### src/sv/ncps_pkg.sv
// Shared types and constants of the probe select block.
`timescale 1ns / 1ps
package ncps_pkg;
    localparam int CFG_W  = 7;
    localparam int ID_W   = 6;
    localparam int DIST_W = 38;
    localparam int RES_LIMIT = 64;
    localparam logic [1:0] REG_CENTROIDS = 2'd0;
    localparam logic [1:0] REG_DIMS      = 2'd1;
    localparam logic [1:0] REG_PROBES    = 2'd2;
    localparam logic CMD_CENTROID = 1'b0;
    localparam logic CMD_QUERY    = 1'b1;

    // One sorted entry handed along the cell chain.
    typedef struct packed {
        logic              vld;
        logic [ID_W-1:0]   id;
        logic [DIST_W-1:0] sqd;
    } entry_t;

    typedef enum logic [4:0] {
        ST_IDLE  = 5'b00001,
        ST_DIST  = 5'b00010,
        ST_FLUSH = 5'b00100,
        ST_EMIT  = 5'b01000,
        ST_WAIT  = 5'b10000
    } state_t;
endpackage

### src/sv/ncps_cell.sv
// One insertion cell of the sorted chain: keeps the smaller entry, passes the larger on.
`timescale 1ns / 1ps
module ncps_cell (
    input  logic            aclk,
    input  logic            clr,
    input  logic            shift,
    input  ncps_pkg::entry_t in_e,
    input  ncps_pkg::entry_t next_e,
    output ncps_pkg::entry_t held_e,
    output ncps_pkg::entry_t out_e
);
    ncps_pkg::entry_t held_reg, held_next, out_reg, out_next;
    logic in_smaller;

    // Lower distance wins; on equal distance the lower id wins.
    assign in_smaller = in_e.vld && (!held_reg.vld || in_e.sqd < held_reg.sqd ||
                        (in_e.sqd == held_reg.sqd && in_e.id < held_reg.id));

    always_comb begin
        held_next = held_reg;
        out_next  = in_e;
        if (clr) begin
            held_next = '0;
            out_next  = '0;
        end else if (shift) begin
            held_next = next_e;
            out_next  = '0;
        end else if (in_smaller) begin
            held_next = in_e;
            out_next  = held_reg;
        end
    end

    always_ff @(posedge aclk) begin
        held_reg <= held_next;
        out_reg  <= out_next;
    end

    assign held_e = held_reg;
    assign out_e  = out_reg;
endmodule

### config.mk
export PLATFORM = sky130hd
export DESIGN_NAME = ncps_cell
export DESIGN_NICKNAME = d
export VERILOG_FILES = /design/src/sv/ncps_pkg.sv /design/src/sv/ncps_cell.sv
export SDC_FILE = /design/constraint.sdc
export NUM_CORES = 1
export LEC_CHECK = 0
export BUFFER_PORTS_ARGS = -buffer_cell sky130_fd_sc_hd__buf_4
export CELL_PAD_IN_SITES_DETAIL_PLACEMENT = 0
export CELL_PAD_IN_SITES_GLOBAL_PLACEMENT = 1
export CORE_AREA = 2 2 123 125
export CTS_CLUSTER_SIZE = 10
export DETAILED_ROUTE_END_ITERATION = 6
export DIE_AREA = 0 0 125 127
export MAX_ROUTING_LAYER = met4
export PLACE_DENSITY = 0.8
export SKIP_CTS_REPAIR_TIMING = 1
export SYNTH_ARGS = -nofsm -noshare
export SYNTH_HDL_FRONTEND = slang
export SYNTH_SLANG_ARGS = --single-unit
### constraint.sdc
create_clock -name aclk -period 3.5 [get_ports aclk]
set_input_delay 0.7 -clock aclk [delete_from_list [all_inputs] [get_ports aclk]]
set_output_delay 0.7 -clock aclk [all_outputs]
set_load 0.02 [all_outputs]
==> flow_summary.ini <==
[logic_synthesis]
synth_compound_area_share_pct = 31.81
yosys.area_share.simple_pct = 8.855
synthDistinctLibCells = 34
synth_largest_area_cell = dfxtp_1
synth_top_cell_area_share_pct = 36.33
ys.warnings.count = 0
ys_seq_elements = 90
synth_commonest_cells = dfxtp_1, o21ai_0, inv_1, a21oi_1, nand3_1
syn_nets = 758
synth_top_cells_by_area = dfxtp_1, ha_1, o21ai_0, a221oi_1, inv_1
synthCells = 622
synth-edff-count = 0
synthMuxAreaShare_pct = 0
synth-xor-area-share_pct = 0
synth_top_family_by_area = compound AO/OA/AOI/OAI gates
post_synth.cell_area_avg_um2 = 7.974
synthAdderAreaFrac_pct = 10.85
synthFlopType = dfxtp_1
synthesis.area_mm2 = 0.004960
async_reset_ff_share_pct = 0
synth_seq_area_share_pct = 36.33

[detailed_routing]
ant_nets = 0
drt_pass1_iterations = 4
routedWlPerCell_um = 16.37
vias_per_cell = 5.458
drtIter0Drc = 352
drt-total-wl_mm = 15.67
route.detailed.drc = 0
num_vias = 5223

[clocking]
clk_latency_ns = 0.34
cts.sinks = 90
clock-root-buffer = clkbuf_16
path_clk_slew_ns = 0.06
tritoncts = yes
htree_levels = 3
clockBufferDepth = 2
cts_made_buffers = 9

[timing]
setup_violations = 0
rsz0062_at_grt = no
fin_skew_ns = 0.006879
max_clock_freq_mhz = 335.9
finalCritPeriodShare_pct = 85.06
drv_slew = 0
tightest_slew_ns = 0.9136
slew_headroom_pct = 39.09
hold_viol = 0
holdWs_ns = 0.4559
fin_tns_setup_ns = 0
period_minus_slack_ns = 2.977

[final_layout]
antennaDiodeCount = 0
final_nets = 905
drive_gt1_share_pct = 27.55
fill_cells = 1503
final_core_util_pct = 46.47
stdcell_area_mm2 = 0.006703
area_delta_synth_final_pct = 35.14

[setup_path]
path_max_fanout = 53
required_ns = 3.73
reg2reg_depth = 10
crit_type = in2reg
endpoint_kind = register
critPathLaunchType = input port
cp.arrival_ns = 3.21

[hold_path]
holdPathStages = 2
holdCritPathClass = reg2reg

[global_routing]
overflow = 0
grt_pass1_vias = 5075
grtUsageTotal_pct = 19.78
antenna_found_initial = 0
grt_max_degree = 91
grt_pass1_wl_mm = 25.36

[place]
hpwl_mm = 10.74
gp_routability_congestion = 0.7719
numPortBuffers = 182
placed_area_mm2 = 0.006430

[power_and_ir_drop]
p_per_area_mw_per_mm2 = 422.2
ir_drop_v = 0.0001984
power.leakage_nw = 3.047

[floorplan]
num_rows = 44
io_pins = 183
initial_core_util_pct = 34.39
fp.dieW_um = 125
dieHeight_um = 127
core-area_mm2 = 0.01442
die_area_mm2 = 0.01588

[run]
max-cap-violations = 0

[status]
run_status = finished, final reports clean
==> kinds of logic (layout without fill, tap and decap cells) <==
kind of cell             after synthesis  count (layout)
AO/OA/AOI/OAI                        258             258
flip-flops                            90              90
buffers and inverters                146             297
adder cells (fa/ha/maj)               43              43
AND/OR/NAND/NOR                       85              85
==> placed cells by master, fill, tap and decap left out, types with 2 or more instances in the layout <==
cell,synthesis,layout
dfxtp_1,90,90
clkbuf_8,0,2
clkbuf_1,35,2
a31oi_1,44,44
buf_4,9,189
a211o_1,3,2
clkbuf_16,0,9
a21oi_1,62,62
nor2_1,9,9
o21ai_1,5,5
inv_1,89,89
nand2_1,15,15
a211oi_1,3,3
a221oi_1,44,44
nand4_1,3,3
nand3_1,46,46
buf_12,0,4
ha_1,43,43
and4_1,5,5
nand2b_1,2,2
o21ai_0,90,90
==> worst paths after layout <==
path | from | slack (ns) | end
worst min register to register | held_e[44] | 0.46 | out_e[44]
worst max-delay path | in_e[29] | 0.52 | held_e[32]
worst max register to register | held_e[37] | 0.56 | held_e[32]
worst min-delay path | held_e[44] | 0.46 | out_e[44]
==> critical path, stage by stage <==
cell	delay, ns
buf_4	0.12
ha_1	0.30
and4_1	0.22
and4_1	0.25
nand2_1	0.12
nor3_4	0.34
a211o_2	0.33
buf_12	0.27
a31oi_1	0.15
a221oi_1	0.34
==> area by class of cell <==
type | instances | area, µm² | share of cell area, %
clock buffers | 13 | 260.3 | 3.883
flip-flops and latches | 90 | 1802 | 26.88
well taps | 184 | 230.2 | 3.435
clock inverters | 2 | 12.51 | 0.1867
multi-input cells | 386 | 2565 | 38.27
inverters | 89 | 334.1 | 4.984
repair buffers | 193 | 1499 | 22.36
==> sequential cells by signal, summed over array words and instances (netlist names) <==
register  cells
out_e        45
held_e       45
==> power breakdown <==
group	switching (W)	internal, W	leakage (nW)
Clock	0.000406	0.000516	0.132
Sequential	0.0000544	0.00109	0.743
Combinational	0.000438	0.000320	2.17
==> through the flow <==
stage | cells | worst slack (ns) | total power [W]
final | 957 | 0.5229 | 0.002830
after global routing | 957 | 0.2803 | 0.002986
after detailed placement | 942 | 0.1993 | 0.001931
after global placement | 942 | 0.2767 | 0.001916
after CTS | 957 | 0.5238 | 0.002853
after floorplan | 622 | 0.7202 | 0.001615
==> per-layer routing <==
metal,up-vias,GRT usage [%],part of all wire (%)
li1,2545,-,-
met4,0,6.536,1.2
met2,195,29.64,45
met3,19,4.858,7.4
met1,2464,26.31,46
met5,-,-,0
Power figures use the tool's default switching activity.
