===== config.mk =====
export PLATFORM = sky130hd
export DESIGN_NAME = ncps_mac
export DESIGN_NICKNAME = d
export VERILOG_FILES = /design/src/sv/ncps_pkg.sv /design/src/sv/ncps_mac.sv
export SDC_FILE = /design/constraint.sdc
export NUM_CORES = 1
export LEC_CHECK = 0
export BUFFER_PORTS_ARGS = -buffer_cell sky130_fd_sc_hd__buf_4
export CAP_MARGIN = 20
export CORE_MARGIN = 2
export CORE_UTILIZATION = 40
export CTS_CLUSTER_DIAMETER = 30
export DETAILED_ROUTE_END_ITERATION = 10
export PLACE_DENSITY = 0.66
export SYNTH_ARGS = -nofsm -noshare
export SYNTH_HDL_FRONTEND = slang
export SYNTH_SLANG_ARGS = --single-unit

===== constraint.sdc =====
create_clock -name aclk -period 6.4 [get_ports aclk]
set_input_delay 1.28 -clock aclk [delete_from_list [all_inputs] [get_ports aclk]]
set_output_delay 1.28 -clock aclk [all_outputs]
set_load 0.03 [all_outputs]

===== src/sv/ncps_pkg.sv =====
// Shared types and constants of the probe select block.
`timescale 1ns / 1ps
package ncps_pkg;
    localparam int CFG_W  = 7;
    localparam int ID_W   = 6;
    localparam int DIST_W = 38;
    localparam int RES_LIMIT = 64;
    localparam logic [1:0] REG_CENTROIDS = 2'd0;
    localparam logic [1:0] REG_DIMS      = 2'd1;
    localparam logic [1:0] REG_PROBES    = 2'd2;
    localparam logic CMD_CENTROID = 1'b0;
    localparam logic CMD_QUERY    = 1'b1;

    // One sorted entry handed along the cell chain.
    typedef struct packed {
        logic              vld;
        logic [ID_W-1:0]   id;
        logic [DIST_W-1:0] sqd;
    } entry_t;

    typedef enum logic [4:0] {
        ST_IDLE  = 5'b00001,
        ST_DIST  = 5'b00010,
        ST_FLUSH = 5'b00100,
        ST_EMIT  = 5'b01000,
        ST_WAIT  = 5'b10000
    } state_t;
endpackage


===== src/sv/ncps_mac.sv =====
// Shared squared-difference accumulator fed from the centroid memory.
`timescale 1ns / 1ps
module ncps_mac #(
    parameter int COORD_BITS = 16
) (
    input  logic                          aclk,
    input  logic                          start,
    input  logic                          en,
    input  logic signed [COORD_BITS-1:0]  q,
    input  logic signed [COORD_BITS-1:0]  c,
    output logic [ncps_pkg::DIST_W-1:0]   acc
);
    localparam int DW = COORD_BITS + 1;
    logic signed [DW-1:0] diff_reg, diff_next;
    logic [2*DW-1:0] sq_reg, sq_next;
    logic en_d_reg, start_d_reg, en_d2_reg, start_d2_reg;
    logic [ncps_pkg::DIST_W-1:0] acc_reg, acc_next;

    // Stage one subtract, stage two square, stage three accumulate.
    assign diff_next = DW'(q) - DW'(c);
    assign sq_next = (2*DW)'(diff_reg * diff_reg);
    always_comb begin
        acc_next = acc_reg;
        if (en_d2_reg) begin
            if (start_d2_reg) acc_next = ncps_pkg::DIST_W'(sq_reg);
            else acc_next = acc_reg + ncps_pkg::DIST_W'(sq_reg);
        end
    end

    always_ff @(posedge aclk) begin
        diff_reg     <= diff_next;
        sq_reg       <= sq_next;
        en_d_reg     <= en;
        start_d_reg  <= start;
        en_d2_reg    <= en_d_reg;
        start_d2_reg <= start_d_reg;
        acc_reg      <= acc_next;
    end
    assign acc = acc_reg;
endmodule


==> results.txt, run 1 <==
Worst Tran Pin Value - 1000 ps
Die X - 197 um
clk_skew - 13.2 ps
GRT overflow - 0
Unique masters post-synth - 63
Setup crit start kind - flip-flop
wire per inst - 14.5 um
Worst Path Required - 6680 ps
Hold Vio Cnt, Final - 0
RePlAce Congestion - 0.868
fillers - 3,429
post-synthesis register bit count - 92
most frequent cells in the layout - inv_1, fa_1, buf_4
crit path capture type - flip-flop
GRT busiest layer - met2
Tcrit/Tclk final - 0.994
clock tree sinks - 92
worst hold slack - 327 ps
clk root buf - clkbuf_16
Worst Path Max Fanout - 5
GR Layer Usage met2 - 0.292
drt total wl - 31,800 um
IO Count - 73
Iteration-0 DRC Markers - 367
final slew viol count - 0
Die Area - 38,900 um^2
GRT met1 Usage - 0.239
Post-synth EDFFs - 38
Primary FF master, synth - dfxtp_1
std cell rows - 70
Area contributors post-synth - fa_1, ha_1, inv_1
area of the core - 36,700 um^2
clk_lat worst skew - 360 ps
initial core utilization - 0.407
Antenna Cells - 0
IO Port Bufs - 72
first-pass GRT wire length - 54,900 um
FMAX - 157 MHz
die height - 197 um
H-tree lvl count - 3
Syn. warnings - 0
Crit path buffers/inverters - 3
Vias - 10,700
total CTS buffers - 9
commonest non-fill, non-tap cell in the layout - inv_1
GR Util met3 - 0.0229
headroom to the max-slew limit - 0.334
largest net degree at the start of global routing - 74
CP peak stage delay - 580 ps
worst path cell trace - buf_6, and2_4, fa_1, inv_2, fa_2, fa_1, inv_1, fa_1, fa_1, fa_1, ha_1, and3_4, and4_1, a221o_1, o311a_4, a221o_2, a2111oi_4, o21bai_1, a21oi_2, xnor2_1
sequential area share after synthesis - 0.149
share of the synthesized area in the top cell type - 0.356
1st-pass router iterations - 5
Layout area overhead - 14.5%
antenna violations before repair - 0
post-route setup slack - 40.5 ps
Synth area leader - fa_1
ys async rst share - 0
Via density - 4.89
CTS clk-pin slew, worst paths - 80 ps
worst slack, placed - -146 ps
max reg flops - 38
HPWL after DPL - 26,900 um
Hold/Removal Path Class - reg2reg
Mapped Cells - 1,586
Worst path slowest cell - fa_1
Final nets - 2,162
max-cap viol count - 0
crit path DAT - 6630 ps
status - completed
clock buffer depth - 2
overall routing resource usage - 0.174
crit-path most repeated cell - fa_1
synthesized area - 14,900 um^2
average cell area after synthesis - 9.42 um^2
layout cells sized above 1 - 0.145
Detail Route Antenna Nets - 0
setup repair after global routing missed its margin - true
vias in the first global route - 11,400
Final setup violation count - 0
clock period minus worst slack - 6360 ps
Mapped Nets - 2,032
drt drc - 0
kind of critical path - reg2reg
Worst path top cell family by delay - adder cells
CTS tree - built
-- per-layer routing --
layer  vias to the layer above  part of all wire
met3                        37             0.034
met5                         -                 0
met1                      5216              0.48
met2                       197              0.46
met4                         0             0.019
li1                       5245                 -
-- repair_timing --
action,4_1_cts,5_1_grt
hold buffers,0,0
endpoints found under the hold margin,0,0
buffers inserted,2,12
gates resized for setup,8,68
pin swaps,8,44
setup endpoints to repair,2,6
-- final timing paths --
| path | startpoint | to | slack (ps) | depth (start not counted) |
|---|---|---|---|---|
| worst max-delay path | diff_reg[5] | sq_reg[33] | 40 | 20 |
| worst min-delay path | en_d_reg | en_d2_reg | 330 | 0 |
| worst max register to register | diff_reg[5] | sq_reg[33] | 40 | 20 |
| worst min register to register | en_d_reg | en_d2_reg | 330 | 0 |
-- logic make-up (layout without fill, tap and decap cells) --
group | Yosys count | after routing | synth area share
fa+ha+maj | 411 | 411 | 0.478
buf+inv | 401 | 536 | 0.101
simple gates | 350 | 350 | 0.113
compound gates | 239 | 239 | 0.104
flops | 92 | 92 | 0.149
xor+xnor | 84 | 84 | 0.0492
mux | 9 | 9 | 0.00661
-- stage by stage --
step	instance area, um^2	instances	setup TNS (ps)	utilization
final	17100	2189	0	0.466
after global placement	16500	2159	-29.1	0.448
after floorplan	15000	1586	0	-
after CTS	16800	2177	0	0.458
after global routing	17100	2189	-250	0.466
after detailed placement	16500	2159	-146	0.448
-- Yosys cell counts (3+ instances only) --
library cell,number
nand2_1,133
nand4_1,5
nand3_1,13
inv_1,365
a31o_2,6
a31oi_1,6
a21o_1,38
and3_1,11
nor3b_1,4
and2_1,52
nand3b_1,4
xor2_1,22
nand2b_1,11
o21a_1,8
o31ai_1,9
a21oi_1,64
fa_1,266
or2_2,4
a211oi_1,4
xnor2_1,62
o21ai_0,20
or3_1,4
clkbuf_1,35
o21ai_1,38
edfxtp_1,38
o21bai_1,12
o211ai_1,3
nor2b_1,21
ha_1,145
dfxtp_1,54
a311oi_1,4
nor2_1,62
nor3_1,17
mux2_2,5
-- area by class of cell --
class / count / area (um^2) / share of cell area
flip-flops and latches: 92 / 2250 / 0.132
multi-input cells: 1093 / 11400 / 0.665
repair buffers: 154 / 1190 / 0.0698
inverters: 366 / 1380 / 0.0805
clock inverters: 5 / 63.8 / 0.00373
well taps: 468 / 586 / 0.0342
clock buffers: 11 / 254 / 0.0148
Power of run 1 is left out: the tool's default activity adds up to more than one toggle a clock period on the data nets, which glitch-free logic cannot reach.
==> run 2: changes to the inputs <==
==> constraint.sdc (replaced) <==
create_clock -name aclk -period 5.4 [get_ports aclk]
set_input_delay 1.08 -clock aclk [delete_from_list [all_inputs] [get_ports aclk]]
set_output_delay 1.08 -clock aclk [all_outputs]
set_load 0.03 [all_outputs]
==> run 2 against run 1 <==
The run now ends with setup timing left. First-iteration DRC count rose by 19%. Sequential share of layout area fell by 0.80 points. Final cell count rose by 6.2%. Maximum frequency rose by 1.4%. Global-route usage rose by 0.62 points. Cell area rose by 7.0%. Critical path depth rose by 3. Register-to-register slack got worse by 910 ps. Hold slack got worse by 1.1 ps. Clock skew fell by 1.4 ps. Via count rose by 4.8%.
==> results.txt, run 2 (synthesized netlist as in run 1, its figures left out) <==
status - complete, but fails checks
violated checks - setup timing
first-pass GRT wire length - 56,900 um
CTS clk-pin slew, worst paths - 60 ps
number of hold buffers added after cts - 0
IO Count - 73
largest net degree at the start of global routing - 74
wire per inst - 14.3 um
final slew viol count - 0
Die X - 197 um
Crit path buffers/inverters - 6
Hold Vio Cnt, Final - 0
std cell rows - 70
die height - 197 um
crit path capture type - flip-flop
total CTS buffers - 9
Die Area - 38,900 um^2
Via density - 4.82
overall routing resource usage - 0.181
clk_skew - 11.8 ps
Iteration-0 DRC Markers - 435
drt total wl - 33,200 um
RePlAce Congestion - 0.888
drt drc - 0
routed wl met3 - 1220 um
Worst Tran Pin Value - 980 ps
Cells on Worst Hold Path - 0
IO Port Bufs - 72
final setup TNS - -6220 ps
Final setup violation count - 15
most frequent cells in the layout - inv_1, buf_4, fa_1
R2R cell count - 23
vias in the first global route - 12,000
HPWL after DPL - 28,600 um
antenna violations before repair - 0
Setup crit start kind - flip-flop
Antenna Cells - 0
H-tree lvl count - 3
Tcrit/Tclk final - 1.16
Worst Path Required - 5680 ps
max-cap viol count - 0
WL met2 - 15,800 um
clock buffer depth - 2
Hold/Removal Path Class - reg2reg
Worst path top cell family by delay - adder cells
Worst Path Max Fanout - 8
1st-pass router iterations - 5
clk root buf - clkbuf_16
final std cells w/o fill - 2,324
setup repair after global routing missed its margin - true
CTS tree - built
initial core utilization - 0.407
Layout area overhead - 22.6%
layout cells sized above 1 - 0.219
headroom to the max-slew limit - 0.347
area of the core - 36,700 um^2
worst path cell trace - and2_4, inv_2, fa_1, inv_2, fa_2, inv_2, fa_1, fa_1, inv_2, fa_1, inv_1, fa_1, inv_2, ha_4, and3_4, a221o_1, a221o_1, o311a_4, a221o_2, a2111oi_4, o21bai_1, a21oi_1, xnor2_1
clock tree sinks - 92
max reg flops - 38
FMAX - 159 MHz
post-placement cell count - 2,292
post-route setup slack - -872 ps
final core utilization - 0.499
Final nets - 2,297
CP peak stage delay - 530 ps
commonest non-fill, non-tap cell in the layout - inv_1
Vias - 11,200
crit path DAT - 6550 ps
Metal-1 WL - 15,600 um
kind of critical path - reg2reg
Stages on worst setup path - 23
Top Metal Used - met4
clk_lat worst skew - 360 ps
Worst path slowest cell - fa_1
GRT overflow - 0
Detail Route Antenna Nets - 0
clock period minus worst slack - 6270 ps
## run 2: cell count changes in the layout (fill, tap and decap cells not counted), sizes merged
| cell | previous run | this run |
|---|---|---|
| buf | 154 | 289 |
| clkinv | 1 | 4 |
| clkinvlp | 2 | 0 |
| inv | 367 | 366 |
## run 2: routing by layer
layer,vias up,track usage
li1,5507,-
met1,5462,0.237
met2,200,0.313
met3,36,0.0248
met4,0,0.0496
met5,-,0
## run 2: timing repair
item | CTS | global route
pin swaps | 15 | 31
buffers inserted | 9 | 8
endpoints found under the setup margin | 16 | 20
resized for setup | 53 | 38
cloned | 0 | 0
## run 2: stage by stage
stage | area, um^2 | hold WS, ps | worst slack [ps]
3_3_place_gp | 17600 | 311 | -843
4_1_cts | 18100 | 327 | -913
3_5_place_dp | 17600 | 313 | -978
6_report | 18300 | 326 | -872
5_1_grt | 18300 | 335 | -1060
2_1_floorplan | 15200 | 310 | -841
## run 2: final cells by class
class | instances | area [um^2]
Fill cell | 3338 | 18400
Multi-Input combinational cell | 1093 | 11500
Timing Repair Buffer | 289 | 2270
Sequential cell | 92 | 2270
Inverter | 366 | 1380
Tap cell | 468 | 586
Clock buffer | 11 | 243
Clock inverter | 5 | 61.3
## run 2: final timing paths
kind	start	end	slack [ps]
setup / recovery	diff_reg[4]	sq_reg[33]	-870
hold / removal	en_d_reg	en_d2_reg	330
setup reg to reg	diff_reg[4]	sq_reg[33]	-870
hold reg to reg	en_d_reg	en_d2_reg	330
Power of run 2 is left out for the same reason.
